**src/rtl/tun_pkg.sv**
```systemverilog
// ----------------------------------------------------------------------------
// tun_pkg
// widths, word types and shared constants of the triangle unit normal block
// ----------------------------------------------------------------------------
package tun_pkg;

    localparam int COORD_WIDTH      = 32;
    localparam int NORMAL_FRAC_BITS = 30;

    localparam int FIELD_W = 32;
    localparam int OUT_W   = 32;
    localparam int AXES    = 3;

    localparam int EDGE_W  = COORD_WIDTH + 1;
    localparam int PROD_W  = 2 * EDGE_W;
    localparam int CROSS_W = PROD_W + 1;
    localparam int MAG_W   = CROSS_W - 1;
    localparam int LIMB_W  = (MAG_W + 1) / 2;
    localparam int HIGH_W  = MAG_W - LIMB_W;
    localparam int SQ_W    = 2 * MAG_W;
    localparam int SUM_W   = SQ_W + 2;
    localparam int REM_W   = SUM_W + NORMAL_FRAC_BITS + 6;
    localparam int NSTEP   = NORMAL_FRAC_BITS + 2;
    localparam int Q_W     = NSTEP;

    typedef logic signed [EDGE_W-1:0]  edge_vec_t;
    typedef logic signed [PROD_W-1:0]  prod_t;
    typedef logic signed [CROSS_W-1:0] cross_t;

    typedef struct packed {
        logic [AXES-1:0][REM_W-1:0] rem;
        logic [AXES-1:0][REM_W-1:0] acc;
        logic [AXES-1:0][Q_W-1:0]   quo;
        logic [REM_W-1:0]           sum;
        logic [REM_W-1:0]           sum3;
        logic [AXES-1:0]            neg;
        logic                       degen;
    } root_word_t;

    typedef struct packed {
        logic [AXES-1:0][OUT_W-1:0] nrm;
        logic                       degen;
    } result_t;

endpackage

```
**src/rtl/tun_if.sv**
```systemverilog


interface tun_out_if import tun_pkg::*; ();
    logic                    valid;
    logic                    ready;
    logic signed [OUT_W-1:0] normal_x;
    logic signed [OUT_W-1:0] normal_y;
    logic signed [OUT_W-1:0] normal_z;
    logic                    degenerate;

    modport source (
        output valid, normal_x, normal_y, normal_z, degenerate,
        input  ready
    );
    modport sink (
        input  valid, normal_x, normal_y, normal_z, degenerate,
        output ready
    );
endinterface

```
**src/rtl/tun_out_buf.sv**
```systemverilog
// ----------------------------------------------------------------------------
// tun_out_buf
// rounding and sign of each component, two-word output queue, pipeline enable
// ----------------------------------------------------------------------------
module tun_out_buf import tun_pkg::*; (
    input  logic        clk,
    input  logic        rst_n,
    input  logic        valid_in,
    input  root_word_t  word_in,
    output logic        en,
    tun_out_if.source   normal
);

    result_t          res;
    result_t [1:0]    buf_reg;
    logic [1:0]       cnt_reg, cnt_next;
    logic             wr_ptr_reg, rd_ptr_reg;
    logic             wr, rd;

    always_comb
    begin
        logic [Q_W:0]       rnd;
        logic [OUT_W-1:0]   val;
        res.degen = word_in.degen;
        for (int i = 0; i < AXES; i++)
        begin
            rnd = (Q_W + 1)'(word_in.quo[i]) + 1'b1;
            val = OUT_W'(rnd[Q_W:1]);
            if (word_in.degen)
            begin
                res.nrm[i] = '0;
            end
            else
            begin
                res.nrm[i] = word_in.neg[i] ? -val : val;
            end
        end
    end

    assign en = (cnt_reg != 2'd2);
    assign wr = en && valid_in;
    assign rd = normal.valid && normal.ready;

    always_comb
    begin
        cnt_next = cnt_reg;
        if (wr && !rd)
        begin
            cnt_next = cnt_reg + 2'd1;
        end
        else if (!wr && rd)
        begin
            cnt_next = cnt_reg - 2'd1;
        end
    end

    always_ff @(posedge clk or negedge rst_n)
    begin
        if (!rst_n)
        begin
            cnt_reg    <= '0;
            wr_ptr_reg <= 1'b0;
            rd_ptr_reg <= 1'b0;
        end
        else
        begin
            cnt_reg <= cnt_next;
            if (wr)
            begin
                wr_ptr_reg <= !wr_ptr_reg;
            end
            if (rd)
            begin
                rd_ptr_reg <= !rd_ptr_reg;
            end
        end
    end

    always_ff @(posedge clk)
    begin
        if (wr)
        begin
            buf_reg[wr_ptr_reg] <= res;
        end
    end

    assign normal.valid      = (cnt_reg != 2'd0);
    assign normal.normal_x   = buf_reg[rd_ptr_reg].nrm[0];
    assign normal.normal_y   = buf_reg[rd_ptr_reg].nrm[1];
    assign normal.normal_z   = buf_reg[rd_ptr_reg].nrm[2];
    assign normal.degenerate = buf_reg[rd_ptr_reg].degen;

endmodule

```
**src/flat_wrapper.sv**
```systemverilog
// flat-port wrapper written by rule: the top's interface ports become plain ports
module tun_out_buf_flat import tun_pkg::*;
  (clk, rst_n, valid_in, word_in, en, normal_valid, normal_normal_x, normal_normal_y, normal_normal_z, normal_degenerate, normal_ready);
  tun_out_if normal_i ();
  input  logic clk;
  input  logic rst_n;
  input  logic valid_in;
  input  root_word_t word_in;
  output logic en;
  output wire logic [$bits(normal_i.valid)-1:0] normal_valid;
  output wire logic [$bits(normal_i.normal_x)-1:0] normal_normal_x;
  output wire logic [$bits(normal_i.normal_y)-1:0] normal_normal_y;
  output wire logic [$bits(normal_i.normal_z)-1:0] normal_normal_z;
  output wire logic [$bits(normal_i.degenerate)-1:0] normal_degenerate;
  input wire logic [$bits(normal_i.ready)-1:0] normal_ready;
  assign normal_valid = normal_i.valid;
  assign normal_normal_x = normal_i.normal_x;
  assign normal_normal_y = normal_i.normal_y;
  assign normal_normal_z = normal_i.normal_z;
  assign normal_degenerate = normal_i.degenerate;
  assign normal_i.ready = normal_ready;
  tun_out_buf u_core (.clk(clk), .rst_n(rst_n), .valid_in(valid_in), .word_in(word_in), .en(en), .normal(normal_i));
endmodule
```
**config.mk**
```make
export PLATFORM = sky130hd
export DESIGN_NAME = tun_out_buf_flat
export DESIGN_NICKNAME = d
export VERILOG_FILES = /design/src/rtl/tun_pkg.sv /design/src/rtl/tun_if.sv /design/src/rtl/tun_out_buf.sv /design/src/flat_wrapper.sv
export SDC_FILE = /design/constraint.sdc
export NUM_CORES = 1
export LEC_CHECK = 0
export ABC_AREA = 1
export BUFFER_PORTS_ARGS = -buffer_cell sky130_fd_sc_hd__clkbuf_2
export CORE_AREA = 2 2 609 611
export CTS_CLUSTER_DIAMETER = 150
export DETAILED_ROUTE_END_ITERATION = 8
export DIE_AREA = 0 0 611 613
export HOLD_SLACK_MARGIN = 0.03
export PLACE_DENSITY = 0.3
export SLEW_MARGIN = 10
export SYNTH_ARGS = -nofsm -noshare
export SYNTH_HDL_FRONTEND = slang
export SYNTH_SLANG_ARGS = --single-unit
```
**constraint.sdc**
```tcl
create_clock -name clk -period 6.2 [get_ports clk]
set_input_delay 1.24 -clock clk [delete_from_list [all_inputs] [get_ports clk]]
set_output_delay 1.24 -clock clk [all_outputs]
set_load 0.02 [all_outputs]
```
==> impl_results.md, run 1 <==
* Peak VDD IR at ~0.19 mV
* Fillers at around 44000
* Number of clock buffers inserted by TritonCTS at 25
* Buffers on Ports at 202
* Chip Height at 613 µm
* Routability congestion estimate at just under 0.8
* Final setup violation count at 0
* Total Wirelength at 81240 µm
* Largest buffer count on any clock path at 3
* Number of max-slew violations in the final report at 0
* Wire length per cell after detailed routing at about 12 µm
* Detailed-route DRC error count at 0
* Startpoint class of the critical path: flip-flop
* Count of state elements after synthesis at between 150 and 200
* Endpoints failing hold at 0
* Cells resized by post-CTS repair at 0
* Netlist cell types at 38
* Post-DRT Antenna Nets at 0
* Number of synthesized flops with an enable pin at between 150 and 200
* Worst setup slack after placement at ~1800 ps
* Kind of path behind the tightest hold check: flip-flop to flip-flop
* Storage cell area at between 5000 and 6000 µm²
* Via count of the first global-routing pass at between 10000 and 15000
* Required time of the worst setup path at between 4000 and 5000 ps
* Crit path arrival time at 2680 ps
* Wire length of the first global-routing pass at 107400 µm
* Final core utilization at 0.05812
* Ratio of cells with drive above 1 in the final layout at 0.1620
* Area occupied by multi-input gates at between 6000 and 7000 µm²
* Skew-Pair Late Insertion Delay at about 600 ps
* Result of the run: finished clean
* MaxCap Viol Count at 0
* Final non-filler cell total at 6986
* Setup repair bufs after CTS at 0
* Global routing usage summed across all routing layers at 0.04291
* Setup repair after global routing missed its margin: false
* Leakage power at approximately 7.3 nW
* Critical path class: flip-flop to output port
* H-Tree Depth at 4
* Half-perimeter wire length after placement at between 60000 and 70000 µm
* Starting DRT DRC Count at between 800 and 900
* Transition at the pin with the smallest max-transition slack at 1040 ps
* Floorplan core area at approximately 370000 µm²
* Number of detailed-routing iterations run before antenna repair at 5
* Max Clk Rate at ~0.26 GHz
* Minimum period implied by the final worst setup slack at 3922 ps
* Synth Area per Inst at about 7 µm²
* Async set-reset flop share out of synthesis at 0.02020
* Ys flop type: edfxtp_1
* CTS clock-pin slew for the worst setup and hold paths at around 50 ps
* Sum of negative setup slack at 0 ps
* Effective utilization at floorplan at 0.03694
* Die footprint at 374500 µm²
* Worst path bufs/invs at 3
* Total number of clock tree sinks at 198
* Horizontal die dimension at between 600 and 700 µm
* Post-Syn Area at roughly 14000 µm²
* Cell area reported after detailed placement at between 20000 and 25000 µm²
* Setup slack of the most critical reg-to-reg path at about 4300 ps
* Via-per-instance ratio at 1.876
* Max incr delay on CP at about 560 ps
* Number of flip-flops under the largest register name at 194
* Hold slack final at 474.7 ps
* Maximum number of pins on one net before global-route repair at just under 100
* Cell Pwr Density at 287.3 nW/µm²
* Number of hold buffers added after cts at 0
* Syn_nets at roughly 3400
* Critical path cell sequence: inv_6 > buf_4 > nand2_1 > nand2_1 > clkbuf_2
* Post-layout nets at about 3600
* Critical Path Sink Type: output port
* Number of antenna violations at the first check in global routing at 51
* CP max FO at between 40 and 50
* Share of synthesized area occupied by flip-flops and latches at 0.4363
* Library cell used as clock root buffer: clkbuf_16
* Cell type group with the largest total delay on the critical path: buffers and inverters
* Total number of yosys warnings at 0
* Slowest stage cell on the critical path: dfrtp_4
* Overall power of the completed layout at just over 6 mW
* Cell mode on critical path: nand2_1
* Top-level port count at around 1600
* Number of instances in the synthesized netlist at a little under 2000
* Setup slack of the critical path after layout at ~2300 ps
* Row count at between 200 and 250
* Headroom to the max-slew limit at 0.3065
* Post-route cell area at roughly 21000 µm²
* Clock tree from TritonCTS: done
* Part of the cycle the worst path needs at 0.6325
* Congestion Overflow GR at 0
* DP Cell Count at around 6900
* Clock Skew at between 60 and 70 ps
* Synthesis-to-finish area growth at 57.35%
* Count of vias placed by the detailed router at around 13000
report_power, final:
group	internal (mW)	switching (mW)	leakage (nW)
clock network	0.861	0.653	0.367
logic	0.531	2.16	5.08
registers	1.86	0.0828	1.88
metal layers:
| layer | GRT usage | wire [µm] | vias up |
|---|---|---|---|
| li1 | - | - | 6612 |
| met1 | 0.05455 | 36620 | 6029 |
| met2 | 0.06796 | 36430 | 359 |
| met3 | 0.01804 | 6881 | 78 |
| met4 | 0.007011 | 1117 | 30 |
| met5 | 0 | 194 | - |
synth_stat cells (5+ instances only):
| cell type | instances | area (µm²) |
|---|---|---|
| edfxtp_1 | 194 | 5826 |
| ha_1 | 7 | 87.58 |
| inv_1 | 170 | 638.1 |
| a21oi_1 | 73 | 365.4 |
| inv_2 | 7 | 26.28 |
| xor2_1 | 8 | 70.07 |
| clkbuf_1 | 37 | 138.9 |
| nand3b_1 | 26 | 195.2 |
| nand3_2 | 5 | 50.05 |
| nand2_1 | 810 | 3040 |
| nand4_1 | 12 | 75.07 |
| nor2_2 | 23 | 143.9 |
| o21ai_1 | 29 | 145.1 |
| nor2_1 | 278 | 1044 |
| nor3_1 | 24 | 120.1 |
| o21ai_0 | 66 | 330.3 |
| o21a_1 | 5 | 37.54 |
| nand2_2 | 26 | 162.7 |
| nand2_4 | 7 | 78.83 |
| nand3_1 | 73 | 365.4 |
| nor2_4 | 19 | 214.0 |
placed cells by master, fill, tap and decap left out, types with 2 or more instances in the layout:
master and count:
a21boi_0 3, a21oi_1 73, and2_1 2, and3_1 3, buf_12 2, buf_4 8
bufinv_16 3, clkbuf_16 25, clkbuf_2 202, clkinv_1 3, dfrtp_1 3, diode_2 7
edfxtp_1 194, ha_1 7, inv_1 170, inv_2 7, nand2_1 810, nand2_2 26
nand2_4 7, nand3_1 73, nand3_2 5, nand3b_1 26, nand4_1 12, nor2_1 276
nor2_2 23, nor2_4 21, nor2_8 3, nor3_1 24, o211ai_1 3, o21a_1 5
o21ai_0 66, o21ai_1 29, o21ai_2 4, o21bai_2 3, xnor2_1 4, xor2_1 8
cell families after synthesis:
logic type      after synthesis  share of synthesized area
fa+ha+maj                     7                   0.006448
compound gates              188                    0.07507
flops                       198                     0.4363
xor+xnor                     13                   0.008935
buf+inv                     221                    0.06126
simple gates               1313                     0.4120
worst register-to-register path, stage by stage, from the launching register on:
cell	delay, ps
dfrtp_1	350
inv_1	80
nand2_1	80
nand2_1	160
nor2_4	150
buf_12	370
area by class of cell:
class,instances,share of cell area
clock buffer,26,0.02991
tap,4837,0.2832
sequential,198,0.2774
multi-input combinational,1521,0.3200
inverter,178,0.03150
timing repair buffer,212,0.05198
clock inverter,7,0.005152
antenna,7,0.0008196
worst paths after layout:
check                                   from             endpoint  depth (start not counted)
min                        u_core.cnt_reg[0]    u_core.cnt_reg[0]                          1
max reg2reg                u_core.cnt_reg[0]  u_core.buf_reg[190]                          5
max                        u_core.rd_ptr_reg   normal_normal_x[0]                          5
min reg2reg                u_core.cnt_reg[0]    u_core.cnt_reg[0]                          1
min in group asynchronous              rst_n    u_core.cnt_reg[1]                          1
max in group asynchronous              rst_n    u_core.rd_ptr_reg                          1
Power figures use the tool's default switching activity.
==> run 2, diff against run 1 <==
--- a/config.mk
+++ b/config.mk
@@ -7,10 +7,10 @@
 export LEC_CHECK = 0
 export ABC_AREA = 1
 export BUFFER_PORTS_ARGS = -buffer_cell sky130_fd_sc_hd__clkbuf_2
-export CORE_AREA = 2 2 609 611
+export CORE_AREA = 2 2 610 612
 export CTS_CLUSTER_DIAMETER = 150
 export DETAILED_ROUTE_END_ITERATION = 8
-export DIE_AREA = 0 0 611 613
+export DIE_AREA = 0 0 612 614
 export HOLD_SLACK_MARGIN = 0.03
 export PLACE_DENSITY = 0.3
 export SLEW_MARGIN = 10
==> constraint.sdc (replaced) <==
create_clock -name clk -period 3.3 [get_ports clk]
set_input_delay 0.66 -clock clk [delete_from_list [all_inputs] [get_ports clk]]
set_output_delay 0.66 -clock clk [all_outputs]
set_load 0.02 [all_outputs]
==> run 2 against run 1 <==
  * Count of clock-buffer cells in the layout unchanged
  * Critical endpoint is now normal_normal_x[30]
  * Wire length grew 0.34%
  * Core utilization rose by 0.15 points
  * Design area up 3.4%
  * Non-clock buffer count up 55
  * Clock skew down 35 ps
  * Largest power group unchanged
  * Final cell count rose by 2.7%
  * Sequential cell count stayed put
  * Die area increased by 0.33%
  * Setup slack got worse by 2100 ps
  * Critical path type unchanged
==> impl_results.md, run 2 (synthesized netlist as in run 1, its figures left out) <==
* Floorplan core area at about 370000 µm²
* Critical Path Sink Type: output port
* Hold slack final at roughly 470 ps
* Part of the cycle the worst path needs at 0.9458
* Setup repair bufs after CTS at 0
* Maximum number of pins on one net before global-route repair at 59
* Startpoint class of the critical path: flip-flop
* First element of the critical path: u_core.rd_ptr_reg
* Ratio of cells with drive above 1 in the final layout at 0.1830
* Largest buffer count on any clock path at 3
* Max Clk Rate at about 0.32 GHz
* Number of flip-flops under the largest register name at between 150 and 200
* CTS clock-pin slew for the worst setup and hold paths at 80 ps
* Count of vias placed by the detailed router at 13270
* Number of detailed-routing iterations run before antenna repair at 5
* Transition at the pin with the smallest max-transition slack at roughly 840 ps
* Cell Pwr Density at roughly 540 nW/µm²
* Critical path class: flip-flop to output port
* Final setup violation count at 0
* Overall power of the completed layout at about 12 mW
* Via-per-instance ratio at between 1.5 and 2
* Leakage power at roughly 7.7 nW
* Routability congestion estimate at about 0.8
* Starting DRT DRC Count at between 800 and 900
* Buffers on Ports at just over 200
* Effective utilization at floorplan at 0.03669
* Top library cells by usage in the layout, fill and taps aside: nand2_1 (810), nor2_1 (276), clkbuf_2 (202)
* Total number of clock tree sinks at approximately 200
* Cell area reported after detailed placement at about 21000 µm²
* Result of the run: finished clean
* Horizontal die dimension at around 610 µm
* Setup repair after global routing missed its margin: false
* Reg2Reg Depth at 5
* Top-level port count at 1563
* Number of clock buffers inserted by TritonCTS at 25
* Number of max-slew violations in the final report at 0
* Synthesis-to-finish area growth at 62.64%
* Critical register-to-register path startpoint: u_core.cnt_reg[0]
* Required time of the worst setup path at 2640 ps
* Worst reg2reg endpoint: u_core.buf_reg[3]
* Die footprint at 375800 µm²
* CP max FO at 27
* Wire length of the first global-routing pass at roughly 110000 µm
* Congestion Overflow GR at 0
* Post-DRT Antenna Nets at 0
* Crit path arrival time at 2460 ps
* Library cell used as clock root buffer: clkbuf_16
* Chip Height at about 610 µm
* Kind of path behind the tightest hold check: input port to asynchronous set/reset pin
* Post-route cell area at ~22000 µm²
* Half-perimeter wire length after placement at 70060 µm
* Total Wirelength at roughly 82000 µm
* Row count at ~220
* Minimum period implied by the final worst setup slack at 3121 ps
* Peak VDD IR at around 0.28 mV
* H-Tree Depth at 4
* Setup slack of the critical path after layout at ~180 ps
* Detailed-route DRC error count at 0
* Post-layout nets at ~3700
* Most common cell after layout, fill and taps aside: nand2_1
* Capture point of the critical path: normal_normal_x[30]
* Wire length per cell after detailed routing at 11.36 µm
* Headroom to the max-slew limit at 0.4362
* Clock Skew at about 28 ps
* Setup slack of the most critical reg-to-reg path at 1250 ps
* Number of antenna violations at the first check in global routing at 50
* Endpoints failing hold at 0
* Global routing usage summed across all routing layers at 0.04281
* Clock tree from TritonCTS: done
* MaxCap Viol Count at 0
* Worst setup slack after placement at 109.8 ps
* Skew-Pair Late Insertion Delay at roughly 560 ps
* Via count of the first global-routing pass at roughly 12000
## run 2: layer usage
layer	GRT usage	vias to the layer above	wire, µm
li1	-	6718	-
met1	0.05316	6098	36180
met2	0.06857	344	36690
met3	0.01431	90	5695
met4	0.01502	18	2846
met5	0	-	105
## run 2: stage by stage
step	cells	util	setup TNS [ps]
6_report	7177	0.05967	0
5_1_grt	7169	0.05961	0
2_1_floorplan	1940	-	-83700
4_1_cts	7169	0.05960	0
3_5_place_dp	7135	0.05751	0
3_3_place_gp	7135	0.05751	0
## run 2: worst max-delay path: stages (launching register included)
cell and delay (ps):
dfrtp_4 610, inv_4 140, buf_12 220, buf_4 250
nand2_1 70, nand2_1 310, clkbuf_2 260
## run 2: area by class of cell
class	instances	area, µm²
Antenna cell	8	20.02
Clock buffer	26	629.4
Clock inverter	7	137.6
Fill cell	43820	348100
Inverter	178	670.6
Multi-Input combinational cell	1521	6840
Sequential cell	198	5929
Tap cell	4972	6221
Timing Repair Buffer	267	1643
## run 2: how the worst min path moves through the flow
| stage | start | depth (start not counted) | slack [ps] | to |
|---|---|---|---|---|
| 2_1_floorplan | rst_n | 0 | 360 | u_core.cnt_reg[0] |
| 3_3_place_gp | u_core.cnt_reg[0] | 1 | 460 | u_core.cnt_reg[0] |
| 3_5_place_dp | u_core.cnt_reg[0] | 1 | 460 | u_core.cnt_reg[0] |
| 4_1_cts | rst_n | 2 | 400 | u_core.cnt_reg[1] |
| 5_1_grt | rst_n | 2 | 430 | u_core.cnt_reg[1] |
| 6_report | rst_n | 2 | 470 | u_core.cnt_reg[1] |
## run 2: report_power, final
part	total, mW	switching (mW)	internal (mW)	leakage [nW]
registers	3.64	0.174	3.47	1.88
logic	5.42	4.14	1.28	5.39
clock network	2.85	1.18	1.67	0.375
## run 2: repair_timing
item / in CTS / in global routing
hold buffers: 1 / 0
hold endpoints to repair: 4 / 0
endpoints found under the setup margin: 0 / 2
resized for setup: 0 / 1
==> run 3, diff against run 2 <==
--- a/config.mk
+++ b/config.mk
@@ -7,13 +7,14 @@
 export LEC_CHECK = 0
 export ABC_AREA = 1
 export BUFFER_PORTS_ARGS = -buffer_cell sky130_fd_sc_hd__clkbuf_2
-export CORE_AREA = 2 2 610 612
+export CORE_AREA = 2 2 609 611
 export CTS_CLUSTER_DIAMETER = 150
 export DETAILED_ROUTE_END_ITERATION = 8
-export DIE_AREA = 0 0 612 614
+export DIE_AREA = 0 0 611 613
 export HOLD_SLACK_MARGIN = 0.03
 export PLACE_DENSITY = 0.3
 export SLEW_MARGIN = 10
 export SYNTH_ARGS = -nofsm -noshare
 export SYNTH_HDL_FRONTEND = slang
 export SYNTH_SLANG_ARGS = --single-unit
+export TNS_END_PERCENT = 10
==> constraint.sdc (replaced) <==
create_clock -name clk -period 3.07 [get_ports clk]
set_input_delay 0.614 -clock clk [delete_from_list [all_inputs] [get_ports clk]]
set_output_delay 0.614 -clock clk [all_outputs]
set_load 0.02 [all_outputs]
==> run 3 against run 2 <==
  * Combinational power rose by 7.9%
  * Setup slack improved by 22 ps
  * Clock skew rose by 4.7 ps
  * Total power rose by 9.3%
  * Sequential cell count did not move
  * Non-clock buffer count rose by 63
  * Global-route usage barely moved
  * Largest cell class unchanged
  * Highest routed layer unchanged
==> impl_results.md, run 3 (synthesized netlist as in run 1, its figures left out) <==
* Fillers at around 43000
* Wire length of the first global-routing pass at around 110000 µm
* Total Wirelength at between 80000 and 90000 µm
* Critical Path Sink Type: output port
* Via-per-instance ratio at 1.883
* Grt peak-use layer: met2
* Cell Pwr Density at 579.1 nW/µm²
* Buffers on Ports at ~200
* Number of max-slew violations in the final report at 0
* Detailed-route DRC error count at 0
* Post-DRT Antenna Nets at 0
* Critical path cell sequence: inv_4 > buf_16 > nand2_1 > nand2_1 > buf_4 > clkbuf_2
* Largest buffer count on any clock path at 3
* Storage cell area at 5929 µm²
* Congestion Overflow GR at 0
* Met2 usage in global routing at 0.06737
* Final setup violation count at 0
* Part of the cycle the worst path needs at 0.9346
* Number of detailed-routing iterations run before antenna repair at 5
* DP Cell Count at ~7100
* Startpoint class of the critical path: flip-flop
* Horizontal die dimension at about 600 µm
* Met3 capacity usage during global routing at 0.01950
* Endpoints failing hold at 0
* Post-route cell area at ~22000 µm²
* Via count of the first global-routing pass at around 12000
* GR Util met1 at 0.05418
* Transition at the pin with the smallest max-transition slack at around 630 ps
* Cell area reported after detailed placement at between 20000 and 25000 µm²
* Half-perimeter wire length after placement at 69040 µm
* Number of flip-flops under the largest register name at approximately 190
* Kind of path behind the tightest hold check: input port to asynchronous set/reset pin
* Overall power of the completed layout at 13.02 mW
* Floorplan core area at around 370000 µm²
* Clock Skew at about 33 ps
* MaxCap Viol Count at 0
* Row count at ~220
* Crit path arrival time at about 2300 ps
* Slowest stage cell on the critical path: dfrtp_4
* Minimum period implied by the final worst setup slack at between 2000 and 3000 ps
* Skew-Pair Late Insertion Delay at approximately 580 ps
* Die footprint at about 370000 µm²
* Number of antenna violations at the first check in global routing at between 50 and 60
* Total number of clock tree sinks at between 150 and 200
* Synthesis-to-finish area growth at 65.53%
* Top-level port count at 1563
* Most common cell after layout, fill and taps aside: nand2_1
* Cell mode on critical path: nand2_1
* CTS clock-pin slew for the worst setup and hold paths at 70 ps
* Result of the run: finished clean
* Effective utilization at floorplan at 0.03694
* Count of vias placed by the detailed router at ~13000
* Setup repair bufs after CTS at 0
* Peak VDD IR at 0.3835 mV
* Wire length per cell after detailed routing at 11.47 µm
* Area occupied by multi-input gates at ~6900 µm²
* Critical path class: flip-flop to output port
* Final non-filler cell total at between 7000 and 8000
* Number of clock buffers inserted by TritonCTS at 25
* Required time of the worst setup path at between 2000 and 2500 ps
* Ratio of cells with drive above 1 in the final layout at 0.2107
* H-Tree Depth at 4
* Max Clk Rate at 0.3485 GHz
* Headroom to the max-slew limit at 0.5781
* Library cell used as clock root buffer: clkbuf_16
* Starting DRT DRC Count at 725
* Max incr delay on CP at 610 ps
* Maximum number of pins on one net before global-route repair at 66
* CP max FO at 58
* Post-layout nets at 3725
* Chip Height at 613 µm
* Routability congestion estimate at roughly 0.8
* Leakage power at 7.978 nW
* Clock tree from TritonCTS: done
* Top library cells by usage in the layout, fill and taps aside: nand2_1 (800), nor2_1 (276), clkbuf_2 (196)
* Global routing usage summed across all routing layers at 0.04310
-- run 3: cell count changes in the layout (fill, tap and decap cells not counted), moves of 6 or more --
cell and change:
nand2_2 +10, nand2_1 -10, diode_2 +7, buf_4 +69, clkbuf_2 -6
-- run 3: layout make-up --
cell class,count,area share
tap,4837,0.2692
inverter,178,0.02983
sequential,198,0.2637
antenna,15,0.001669
clock buffer,25,0.02782
multi-input combinational,1521,0.3053
timing repair buffer,330,0.09494
clock inverter,7,0.007513
-- run 3: timing repair --
item,CTS,global route
resized for setup,9,7
hold buffers,1,0
endpoints found under the hold margin,4,0
pin swaps,0,0
setup endpoints to repair,11,7
-- run 3: stage by stage --
| stage | TNS, ps | hold WS, ps | utilization | setup WS [ps] |
|---|---|---|---|---|
| 3_5_place_dp | -818.9 | 440.0 | 0.05873 | -78.94 |
| 3_3_place_gp | -1288 | 439.0 | 0.05873 | -137.9 |
| 5_1_grt | -3.444 | 361.0 | 0.06107 | -3.444 |
| 2_1_floorplan | -123480 | 318.4 | - | -643.3 |
| 4_1_cts | -7.003 | 329.4 | 0.06099 | -7.003 |
| 6_report | 0 | 411.0 | 0.06114 | 200.8 |
-- run 3: metal layers --
metal	wire [µm]	share of wire	vias up
li1	-	-	6859
met1	36550	0.45	6089
met2	36210	0.44	335
met3	7304	0.090	79
met4	1312	0.016	30
met5	187	0.0023	-
-- run 3: worst paths after layout --
check,start,endpoint,slack [ps],depth (start not counted)
worst max-delay path,u_core.rd_ptr_reg,normal_normal_z[4],200,6
worst min-delay path,rst_n,u_core.cnt_reg[1],410,2
worst max register to register,u_core.cnt_reg[0],u_core.buf_reg[119],1090,5
worst min register to register,u_core.cnt_reg[0],u_core.cnt_reg[0],480,1
max in group asynchronous,rst_n,u_core.rd_ptr_reg,2500,2
min in group clk,normal_ready,u_core.rd_ptr_reg,420,3
-- run 3: critical path, delay by kind of cell, from the launching register on --
family        cells  cell delay (ps)
flops             1              610
simple gates      2              160
buf+inv           4              830
-- run 3: power breakdown --
| group | total [mW] | internal, mW | switching (mW) |
|---|---|---|---|
| registers | 3.92 | 3.74 | 0.189 |
| logic | 5.85 | 1.45 | 4.40 |
| clock network | 3.25 | 1.89 | 1.36 |
